File: src/rtl/core/sspq_pkg.sv
`timescale 1ns / 1ps

package sspq_pkg;

	localparam int DATA_W  = 32;
	localparam int PRIO_W  = 8;
	localparam int COUNT_W = 5;
	localparam int OP_W    = 2;
	localparam int STAT_W  = 2;

	typedef enum logic [OP_W-1:0] {
		OP_ENQUEUE = 2'd0,
		OP_DEQUEUE = 2'd1,
		OP_PEEK    = 2'd2
	} op_t;

	typedef enum logic [STAT_W-1:0] {
		ST_OK    = 2'd0,
		ST_EMPTY = 2'd1,
		ST_FULL  = 2'd2
	} status_t;

	typedef struct packed {
		logic [OP_W-1:0]          operation;
		logic signed [DATA_W-1:0] in_data;
		logic [PRIO_W-1:0]        in_priority;
	} req_t;

	typedef struct packed {
		logic signed [DATA_W-1:0] head_data;
		logic [PRIO_W-1:0]        head_priority;
		logic [COUNT_W-1:0]       entry_count;
		logic [STAT_W-1:0]        status;
	} rsp_t;

	typedef struct packed {
		logic signed [DATA_W-1:0] data;
		logic [PRIO_W-1:0]        prio;
	} entry_t;

	// per-cycle command broadcast to every cell
	typedef struct packed {
		logic enq;
		logic deq;
	} cell_ctrl_t;

endpackage

File: src/rtl/core/sspq_cell.sv
`timescale 1ns / 1ps

module sspq_cell (
	input  logic                 clk,
	input  sspq_pkg::cell_ctrl_t ctrl,
	input  logic                 occ,
	input  logic                 left_gt,
	input  sspq_pkg::entry_t     new_entry,
	input  sspq_pkg::entry_t     left_entry,
	input  sspq_pkg::entry_t     right_entry,
	output sspq_pkg::entry_t     entry,
	output logic                 gt
);

	sspq_pkg::entry_t entry_q;

	// an empty cell counts as larger, so the new entry lands at the tail
	assign gt    = !occ || (entry_q.prio > new_entry.prio);
	assign entry = entry_q;

	always_ff @(posedge clk) begin
		if (ctrl.enq && gt) begin
			entry_q <= left_gt ? left_entry : new_entry;
		end else if (ctrl.deq) begin
			entry_q <= right_entry;
		end
	end

endmodule

File: src/rtl/core/stable_sorted_priority_queue_top.sv
`timescale 1ns / 1ps
// A result is valid in the cycle after its request transaction is accepted.
// Throughput: one request per cycle while rsp_ready is high; every cell of the
// sorted chain compares and shifts in the same cycle, and the result register
// frees as it is taken. Reset (arst_n low) empties the queue and drops any
// pending result; cell contents are not cleared and are only read once written.

module stable_sorted_priority_queue_top #(
	parameter int CAPACITY = 16
) (
	input  logic           clk,
	input  logic           arst_n,
	input  logic           req_valid,
	output logic           req_ready,
	input  sspq_pkg::req_t req,
	output logic           rsp_valid,
	input  logic           rsp_ready,
	output sspq_pkg::rsp_t rsp
);

	localparam int CNT_W = $clog2(CAPACITY + 1);

	logic [CNT_W-1:0]     count_q;
	logic [CNT_W-1:0]     count_next;
	logic                 rsp_valid_q;
	sspq_pkg::rsp_t       rsp_q;
	sspq_pkg::rsp_t       rsp_next;
	sspq_pkg::cell_ctrl_t ctrl;
	sspq_pkg::entry_t     new_entry;
	sspq_pkg::entry_t     head_next;
	sspq_pkg::entry_t     cell_entry [CAPACITY];
	logic                 cell_gt    [CAPACITY];
	logic                 accept;
	logic                 is_full;
	logic                 is_empty;

	assign req_ready = !rsp_valid_q || rsp_ready;
	assign accept    = req_valid && req_ready;
	assign rsp_valid = rsp_valid_q;
	assign rsp       = rsp_q;

	assign is_full  = (count_q == CNT_W'(CAPACITY));
	assign is_empty = (count_q == '0);

	assign new_entry.data = req.in_data;
	assign new_entry.prio = req.in_priority;

	always_comb begin
		ctrl            = '0;
		count_next      = count_q;
		head_next       = cell_entry[0];
		rsp_next.status = sspq_pkg::ST_OK;
		case (req.operation)
			sspq_pkg::OP_ENQUEUE: begin
				if (is_full) begin
					rsp_next.status = sspq_pkg::ST_FULL;
				end else begin
					ctrl.enq   = accept;
					count_next = count_q + 1'b1;
					if (cell_gt[0]) head_next = new_entry;
				end
			end
			sspq_pkg::OP_DEQUEUE: begin
				if (is_empty) begin
					rsp_next.status = sspq_pkg::ST_EMPTY;
				end else begin
					ctrl.deq   = accept;
					count_next = count_q - 1'b1;
					head_next  = cell_entry[1];
				end
			end
			sspq_pkg::OP_PEEK: begin
				if (is_empty) rsp_next.status = sspq_pkg::ST_EMPTY;
			end
			default: ;
		endcase
		if (count_next == '0) begin
			rsp_next.head_data     = '0;
			rsp_next.head_priority = '0;
		end else begin
			rsp_next.head_data     = head_next.data;
			rsp_next.head_priority = head_next.prio;
		end
		rsp_next.entry_count = sspq_pkg::COUNT_W'(count_next);
	end

	for (genvar i = 0; i < CAPACITY; i++) begin : g_cell
		logic             occ;
		logic             left_gt;
		sspq_pkg::entry_t left_entry;
		sspq_pkg::entry_t right_entry;

		assign occ = (CNT_W'(i) < count_q);

		if (i == 0) begin : g_first
			assign left_gt    = 1'b0;
			assign left_entry = new_entry;
		end else begin : g_mid
			assign left_gt    = cell_gt[i-1];
			assign left_entry = cell_entry[i-1];
		end

		if (i == CAPACITY - 1) begin : g_last
			assign right_entry = new_entry;
		end else begin : g_inner
			assign right_entry = cell_entry[i+1];
		end

		sspq_cell u_cell (
			.clk         (clk),
			.ctrl        (ctrl),
			.occ         (occ),
			.left_gt     (left_gt),
			.new_entry   (new_entry),
			.left_entry  (left_entry),
			.right_entry (right_entry),
			.entry       (cell_entry[i]),
			.gt          (cell_gt[i])
		);
	end

	always_ff @(posedge clk or negedge arst_n) begin
		if (!arst_n) begin
			count_q     <= '0;
			rsp_valid_q <= 1'b0;
		end else begin
			if (accept) begin
				count_q     <= count_next;
				rsp_valid_q <= 1'b1;
			end else if (rsp_ready) begin
				rsp_valid_q <= 1'b0;
			end
		end
	end

	always_ff @(posedge clk) begin
		if (accept) rsp_q <= rsp_next;
	end

	a_count_bound: assert property (@(posedge clk) disable iff (!arst_n)
		count_q <= CNT_W'(CAPACITY))
		else $error("entry count above capacity");

	a_sorted_head: assert property (@(posedge clk) disable iff (!arst_n)
		count_q >= CNT_W'(2) |-> cell_entry[0].prio <= cell_entry[1].prio)
		else $error("head cells out of order");

	a_enq_grows: assert property (@(posedge clk) disable iff (!arst_n)
		ctrl.enq |=> count_q == $past(count_q) + 1'b1)
		else $error("enqueue did not grow the count");

	a_deq_shrinks: assert property (@(posedge clk) disable iff (!arst_n)
		ctrl.deq |=> count_q == $past(count_q) - 1'b1)
		else $error("dequeue did not shrink the count");

	a_empty_zero: assert property (@(posedge clk) disable iff (!arst_n)
		rsp_valid_q && rsp_q.status == sspq_pkg::ST_EMPTY
		|-> rsp_q.head_data == '0 && rsp_q.head_priority == '0)
		else $error("empty result carries a head entry");

endmodule
File: config.mk
export PLATFORM = sky130hd
export DESIGN_NAME = stable_sorted_priority_queue_top
export DESIGN_NICKNAME = d
export VERILOG_FILES = /design/src/rtl/core/sspq_pkg.sv /design/src/rtl/core/sspq_cell.sv /design/src/rtl/core/stable_sorted_priority_queue_top.sv
export SDC_FILE = /design/constraint.sdc
export NUM_CORES = 2
export LEC_CHECK = 0
export BUFFER_PORTS_ARGS = -buffer_cell sky130_fd_sc_hd__buf_2
export CAP_MARGIN = 10
export CORE_UTILIZATION = 65
export DETAILED_ROUTE_END_ITERATION = 10
export PLACE_DENSITY = 0.82
export SYNTH_ARGS = -nofsm -noshare
export SYNTH_HDL_FRONTEND = slang
export SYNTH_SLANG_ARGS = --single-unit
File: constraint.sdc
create_clock -name clk -period 10 [get_ports clk]
set_clock_uncertainty 0.2 [all_clocks]
set_input_delay 0.5 -clock clk [delete_from_list [all_inputs] [get_ports clk]]
set_output_delay 0.5 -clock clk [all_outputs]
set_load 0.02 [all_outputs]
# Word level (Yosys, flattened, before mapping)

Index checks and enable logic that the tools add are counted.

Bits of input ports: 46
Memories kept: 0
Word-level logic and storage cells: 210
Register bits: 693
Memory bits (read-only): 0
Bits in latches: 0
RAM bits: 0
Output and inout port bits: 49

Add/sub/neg operators: 2
Shifts and indexed selects: 0
Equal/unequal tests: 3
Reduce and logical (&&, ||, !) cells: 72
Bitwise logic cells: 0
Multipliers: 0
Div/mod/pow operators: 0
Order comparisons: 32
Multiplexer cells: 63

Operators by type and width:

| cell                                                      | number |
|---|---|
| two-way mux 40 bit                                        | 50 |
| > comparator 8 bit                                        | 16 |
| one-hot mux 40 bit (2 select lines)                       | 1 |
| less-than comparator 4 x 5 -> 1 bit, first input constant | 8 |
| nonzero test 2 bit                                        | 17 |
| less-than comparator 3 x 5 -> 1 bit, first input constant | 4 |
| logical AND 1 bit                                         | 17 |
| logical NOT 1 bit                                         | 17 |
| logical OR 1 bit                                          | 17 |
| logical NOT 5 bit                                         | 2 |
| less-than comparator 1 x 5 -> 1 bit, first input constant | 2 |
| less-than comparator 2 x 5 -> 1 bit, first input constant | 2 |
| two-way mux 5 bit                                         | 2 |
| one-hot mux 5 bit (2 select lines)                        | 1 |
| two-way mux 1 bit                                         | 7 |
| adder 5 x 1 -> 5 bit, second input constant               | 1 |
| == test 5 bit, second input constant                      | 1 |
| subtractor 5 x 1 -> 5 bit, second input constant          | 1 |
| one-hot mux 2 bit (2 select lines)                        | 1 |
| == test 2 x 1 -> 1 bit, second input constant             | 1 |
| == test 2 bit, second input constant                      | 1 |
| logical NOT 2 bit                                         | 1 |
| two-way mux 2 bit                                         | 1 |
| OR reduction 2 bit                                        | 1 |

# Logic depth before layout (Yosys ltp)

Depth after elaboration: 7
Gate-level depth with buffers: 12
Gate-level depth less buffers: 8

# Modules after synthesis

From an unflattened synthesis, not the netlist that was laid out.

Cell total of the unflattened synthesis: 3,008
Area total of the unflattened synthesis: 44,002.2 um^2

By module, submodules not included:

| module                            | area each (um^2) | sequential area each (um^2) | times used | cells an instance |
|---|---|---|---|---|
| sspq_cell at g_cell[0].u_cell ... | 2,536.2          | 1,201.2                     | 10         | 169 |
| sspq_cell at g_cell[4].u_cell ... | 2,534.9          | 1,201.2                     | 6          | 169 |
| stable_sorted_priority_queue_top  | 3,430.8          | 1,561.5                     | 1          | 304 |

# Least setup slack after synthesis

No wires, ideal clock.

Kind: input to register
Start point: input port req[2] (netlist bit)
End point: register g_cell[15].u_cell.entry_q (netlist bit g_cell[15].u_cell.entry[0]), enable pin
Path buffers: 1
Data required time: 9.307 ns
Cell stages on the path: 8
Library setup time: 0.493 ns
Setup slack: 4.581 ns
Arrival time: 4.726 ns
Path through: clkbuf_1 inv_1 ha_1 and4b_1 a211oi_1 o211ai_1 a21boi_0 o21ai_0

Word-level cells in the longest chain between the ends: 4

Ends and longest elaborated chain:

| element                      | line                                   | source |
|---|---|---|
| from (decl)                  | stable_sorted_priority_queue_top.sv:15 | `input sspq_pkg::req_t req,` |
| > comparator 8 bit           | sspq_cell.sv:18                        | `assign gt = !occ \|\| (entry_q.prio > new_entry.prio);` |
| logical OR 1 bit             | sspq_cell.sv:18                        |  |
| logical AND 1 bit            | sspq_cell.sv:22                        | `if (ctrl.enq && gt) begin` |
| nonzero test 2 bit (no line) | --                                     |  |
| to (signal assigned)         | sspq_cell.sv:23                        | `entry_q <= left_gt ? left_entry : new_entry;` |
| to (signal assigned)         | sspq_cell.sv:25                        | `entry_q <= right_entry;` |
| to (decl)                    | sspq_cell.sv:15                        | `sspq_pkg::entry_t entry_q;` |

Every way passes these cells.
A chain may end at the register's enable or synchronous reset.

# Worst setup path in the final report

Start point: register count_q[1]
End point: register g_cell[12].u_cell.entry_q (netlist bit g_cell[12].u_cell.entry[1]), enable pin

Word-level cells in the longest chain between the ends: 5
Elaborated cells on any way between the ends: 11
Those cells by class: order compare (1); eq/ne (1); mux (4); reduce/logical (5)

Ends and longest elaborated chain:

| element                                                              | line                                                                           | source |
|---|---|---|
| from (decl)                                                          | stable_sorted_priority_queue_top.sv:23                                         | `logic [CNT_W-1:0] count_q;` |
| from (signal assigned)                                               | stable_sorted_priority_queue_top.sv:128                                        | `count_q <= count_next;` |
| less-than comparator 4 x 5 -> 1 bit or == test 5 bit (tied branches) | stable_sorted_priority_queue_top.sv:93, stable_sorted_priority_queue_top.sv:42 |  |
| logical NOT 1 bit or two-way mux 1 bit (tied branches)               | sspq_cell.sv:18, stable_sorted_priority_queue_top.sv:55                        |  |
| logical OR 1 bit or two-way mux 1 bit (tied branches)                | sspq_cell.sv:18, stable_sorted_priority_queue_top.sv:53                        |  |
| logical AND 1 bit                                                    | sspq_cell.sv:22                                                                |  |
| nonzero test 2 bit (no line) *                                       | --                                                                             |  |
| to (signal assigned)                                                 | sspq_cell.sv:23                                                                |  |
| to (signal assigned)                                                 | sspq_cell.sv:25                                                                |  |
| to (decl)                                                            | sspq_cell.sv:15                                                                |  |

Every way passes the cells marked *; elsewhere a longest branch is shown, timed or not.

==> qor.json <==
{
  "outcome": {"value": "completed"},
  "crit_end": {"value": "g_cell[12].u_cell.entry[1]$_DFFE_PP_"},
  "rr_endpoint": {"value": "g_cell[12].u_cell.entry[1]$_DFFE_PP_"},
  "clock_slew_seen_by_the_registers_of_the_worst_setup_and_hold_paths": {"value": 60, "unit": "ps"},
  "place.gp.congestion": {"value": 0.925},
  "mostFrequentLayoutCells": {"value": "edfxtp_1 (687), mux2i_1 (560), a21oi_1 (334)"},
  "wire_per_inst": {"value": 27.5, "unit": "microns"},
  "dieHeight": {"value": 246, "unit": "microns"},
  "r2r.worst_path.cells": {"value": 8},
  "h_tree_depth": {"value": 3},
  "cts_root_buf": {"value": "clkbuf_16"},
  "design.portCount": {"value": 95},
  "post_layout_power": {"value": 0.00867, "unit": "W"},
  "grt_setup_unrepaired": {"value": "no"},
  "fmaxAchievable": {"value": 0.210, "unit": "GHz"},
  "design.die.area": {"value": 60700, "unit": "sq um"},
  "cts_num_sinks": {"value": 693},
  "dr.first_iter.drc_count": {"value": 3627},
  "final_net_count": {"value": 3553},
  "floorplan.initialDensity": {"value": 0.658},
  "synth_seq_area_share": {"value": 0.535},
  "power_per_cell_area": {"value": 207, "unit": "nW/um^2"},
  "multiInputGateArea": {"value": 17000, "unit": "sq um"},
  "clock_tree_from_tritoncts": {"value": "done"},
  "yosysWarnings": {"value": 0},
  "timing_max_transition_violations_final": {"value": 0},
  "grt_start_max_net_pins": {"value": 82},
  "postSynth.topFlopCell": {"value": "edfxtp_1"},
  "finalWirelength": {"value": 115, "unit": "mm"},
  "core_region_area": {"value": 59000, "unit": "sq um"},
  "timing.critical_path.arrival": {"value": 4780, "unit": "ps"},
  "fin_tns_setup": {"value": 0, "unit": "ps"},
  "mappedNetlistArea": {"value": 38800, "unit": "sq um"},
  "whs": {"value": 43.2, "unit": "ps"},
  "timing.critical_path.from": {"value": "count_q[1]$_DFFE_PN0P_"},
  "timing.max_cap.violations": {"value": 0},
  "layout_min_cycle_time": {"value": 4760, "unit": "ps"},
  "globalRouteOverflowTotal": {"value": 0},
  "synth-seq-cells": {"value": 693},
  "fill_cell_instance_count_of_the_final_layout": {"value": 4117},
  "irDropWorstVdd": {"value": 0.000169, "unit": "V"},
  "synthesis.instances": {"value": 3459},
  "crit_path_max_fanout": {"value": 81},
  "clock_path_buffers": {"value": 3},
  "portBuffers": {"value": 94},
  "final-hold-violation-count": {"value": 0},
  "startpoint_type": {"value": "flip-flop"},
  "critical_path_capture_point_type": {"value": "flip-flop"},
  "placementRows": {"value": 89},
  "max_slew.worst_pin.slew": {"value": 1210, "unit": "ps"},
  "area.growth.synth_to_final": {"value": 7.88, "unit": "%"},
  "drcViolationCount": {"value": 0},
  "worst-r2r-setup-slack": {"value": 5240, "unit": "ps"},
  "post-route-util": {"value": 0.710},
  "drt_pre_antenna_iters": {"value": 10},
  "grt_antenna_before_repair": {"value": 6},
  "asyncSetResetFlopFracSynth": {"value": 0.00866},
  "estimated_wirelength_of_the_detail_placed_design": {"value": 76.6, "unit": "mm"},
  "worst-endpoint-required": {"value": 10030, "unit": "ps"},
  "via_per_inst": {"value": 6.94},
  "synth.avg_cell_area": {"value": 11.2, "unit": "sq um"},
  "width_of_the_die": {"value": 246, "unit": "microns"},
  "r2r-start": {"value": "count_q[1]$_DFFE_PN0P_"},
  "criticalPathCategory": {"value": "reg2reg"},
  "setup_viol": {"value": 0},
  "power_leakage": {"value": 16.6, "unit": "nW"},
  "hold_class": {"value": "in2async"},
  "mostFrequentLayoutCell": {"value": "edfxtp_1"},
  "dr_total_vias": {"value": 29200},
  "cell_variety_after_synth": {"value": 62},
  "drtAntennaViolNets": {"value": 0},
  "mappedNetlistNets": {"value": 3640},
  "slew_headroom": {"value": 0.190},
  "cts_buffers": {"value": 75},
  "grt_pass1_vias": {"value": 29100},
  "register_area": {"value": 20800, "unit": "sq um"},
  "grt_first_pass_wirelength": {"value": 173, "unit": "mm"},
  "gr-usage-all-layers": {"value": 0.379},
  "post-route-period-util": {"value": 0.476},
  "clk-insertion-delay-late": {"value": 640, "unit": "ps"},
  "synth_edf_count": {"value": 687},
  "drive_gt1_frac": {"value": 0.120}
}
## timing repair
action | CTS | global route
hold buffers | 3 | 0
endpoints found under the hold margin | 7 | 0
buffers inserted | 0 | 0
gates resized for setup | 0 | 0
endpoints found under the setup margin | 0 | 0
## worst min-delay path by stage
| stage | startpoint | endpoint | cells past startpoint |
|---|---|---|---|
| floorplan | arst_n | count_q[0]$_DFFE_PN0P_ | 0 |
| global placement | arst_n | rsp_valid$_DFFE_PN0P_ | 1 |
| detailed placement | arst_n | count_q[0]$_DFFE_PN0P_ | 1 |
| CTS | arst_n | count_q[0]$_DFFE_PN0P_ | 2 |
| global route | arst_n | count_q[1]$_DFFE_PN0P_ | 2 |
| finish | arst_n | count_q[4]$_DFFE_PN0P_ | 2 |
## power by group
group	switching, W	internal (W)
clock network	0.00117	0.00143
registers	0.000195	0.00352
logic	0.00149	0.000869
total	0.00285	0.00582
## metrics by stage
stage	area (sq um)	setup WS, ps	instances
after detailed placement	39600	4800	4065
after floorplan	38800	4580	3459
after global routing	41900	5100	4204
final	41900	5240	4205
after global placement	39600	4850	4065
after CTS	41900	5330	4203
## synthesized netlist by cell type, drive strengths merged, types with 4 or more instances
master | instances | area share
or2b | 4 | 0.00077
dfrtp | 6 | 0.0039
a31oi | 9 | 0.0016
edfxtp | 687 | 0.53
and3 | 32 | 0.0052
mux2 | 74 | 0.021
o21ai | 328 | 0.042
a21o | 7 | 0.0014
o21a | 9 | 0.0017
o31ai | 5 | 0.0011
a21oi | 377 | 0.053
nand4 | 30 | 0.0048
buf | 106 | 0.015
inv | 31 | 0.0030
and2 | 4 | 0.00071
nor3 | 10 | 0.0016
ha | 135 | 0.043
nor2b | 17 | 0.0027
nand2 | 334 | 0.032
clkbuf | 200 | 0.019
o211ai | 12 | 0.0024
a211oi | 4 | 0.00077
nand3 | 9 | 0.0012
mux2i | 560 | 0.14
nor2 | 308 | 0.030
nand2b | 50 | 0.0081
a222oi | 40 | 0.010
o221ai | 39 | 0.0088
## cell families after synthesis
group	synth area share
AOI/OAI and AO/OA	0.127
and+or+nand+nor	0.0914
DFF	0.535
muxes	0.166
buffers and inverters	0.0370
adders and majority gates	0.0435
xor gates and xnor gates	0.000677
## routing by layer
layer / up-vias / wire length [microns] / global-route usage
met4: 6 / 5490 / 0.169
met1: 14300 / 43100 / 0.489
met5: - / 114 / 0.0114
li1: 12700 / - / -
met3: 346 / 12700 / 0.0930
met2: 1791 / 54100 / 0.606
## worst max-delay path: stages (launching register included)
cell,delay (ps)
dfrtp_1,680
inv_1,180
ha_1,300
nand4bb_1,160
and2_4,240
and2_1,960
o31ai_4,160
buf_4,390
nand2_2,950
## sequential cells by signal, summed over array words and instances (netlist names)
name and cells:
g_cell.u_cell.entry 640, rsp 47, count_q 5, rsp_valid 1
## cell type report
| type | instances | area share |
|---|---|---|
| Clock buffer | 94 | 0.0472 |
| Inverter | 31 | 0.00278 |
| Antenna cell | 2 | 0.000119 |
| Timing Repair Buffer | 142 | 0.0200 |
| Tap cell | 773 | 0.0231 |
| Multi-Input combinational cell | 2429 | 0.405 |
| Clock inverter | 41 | 0.00606 |
| Sequential cell | 693 | 0.496 |
Power figures use the tool's default switching activity.
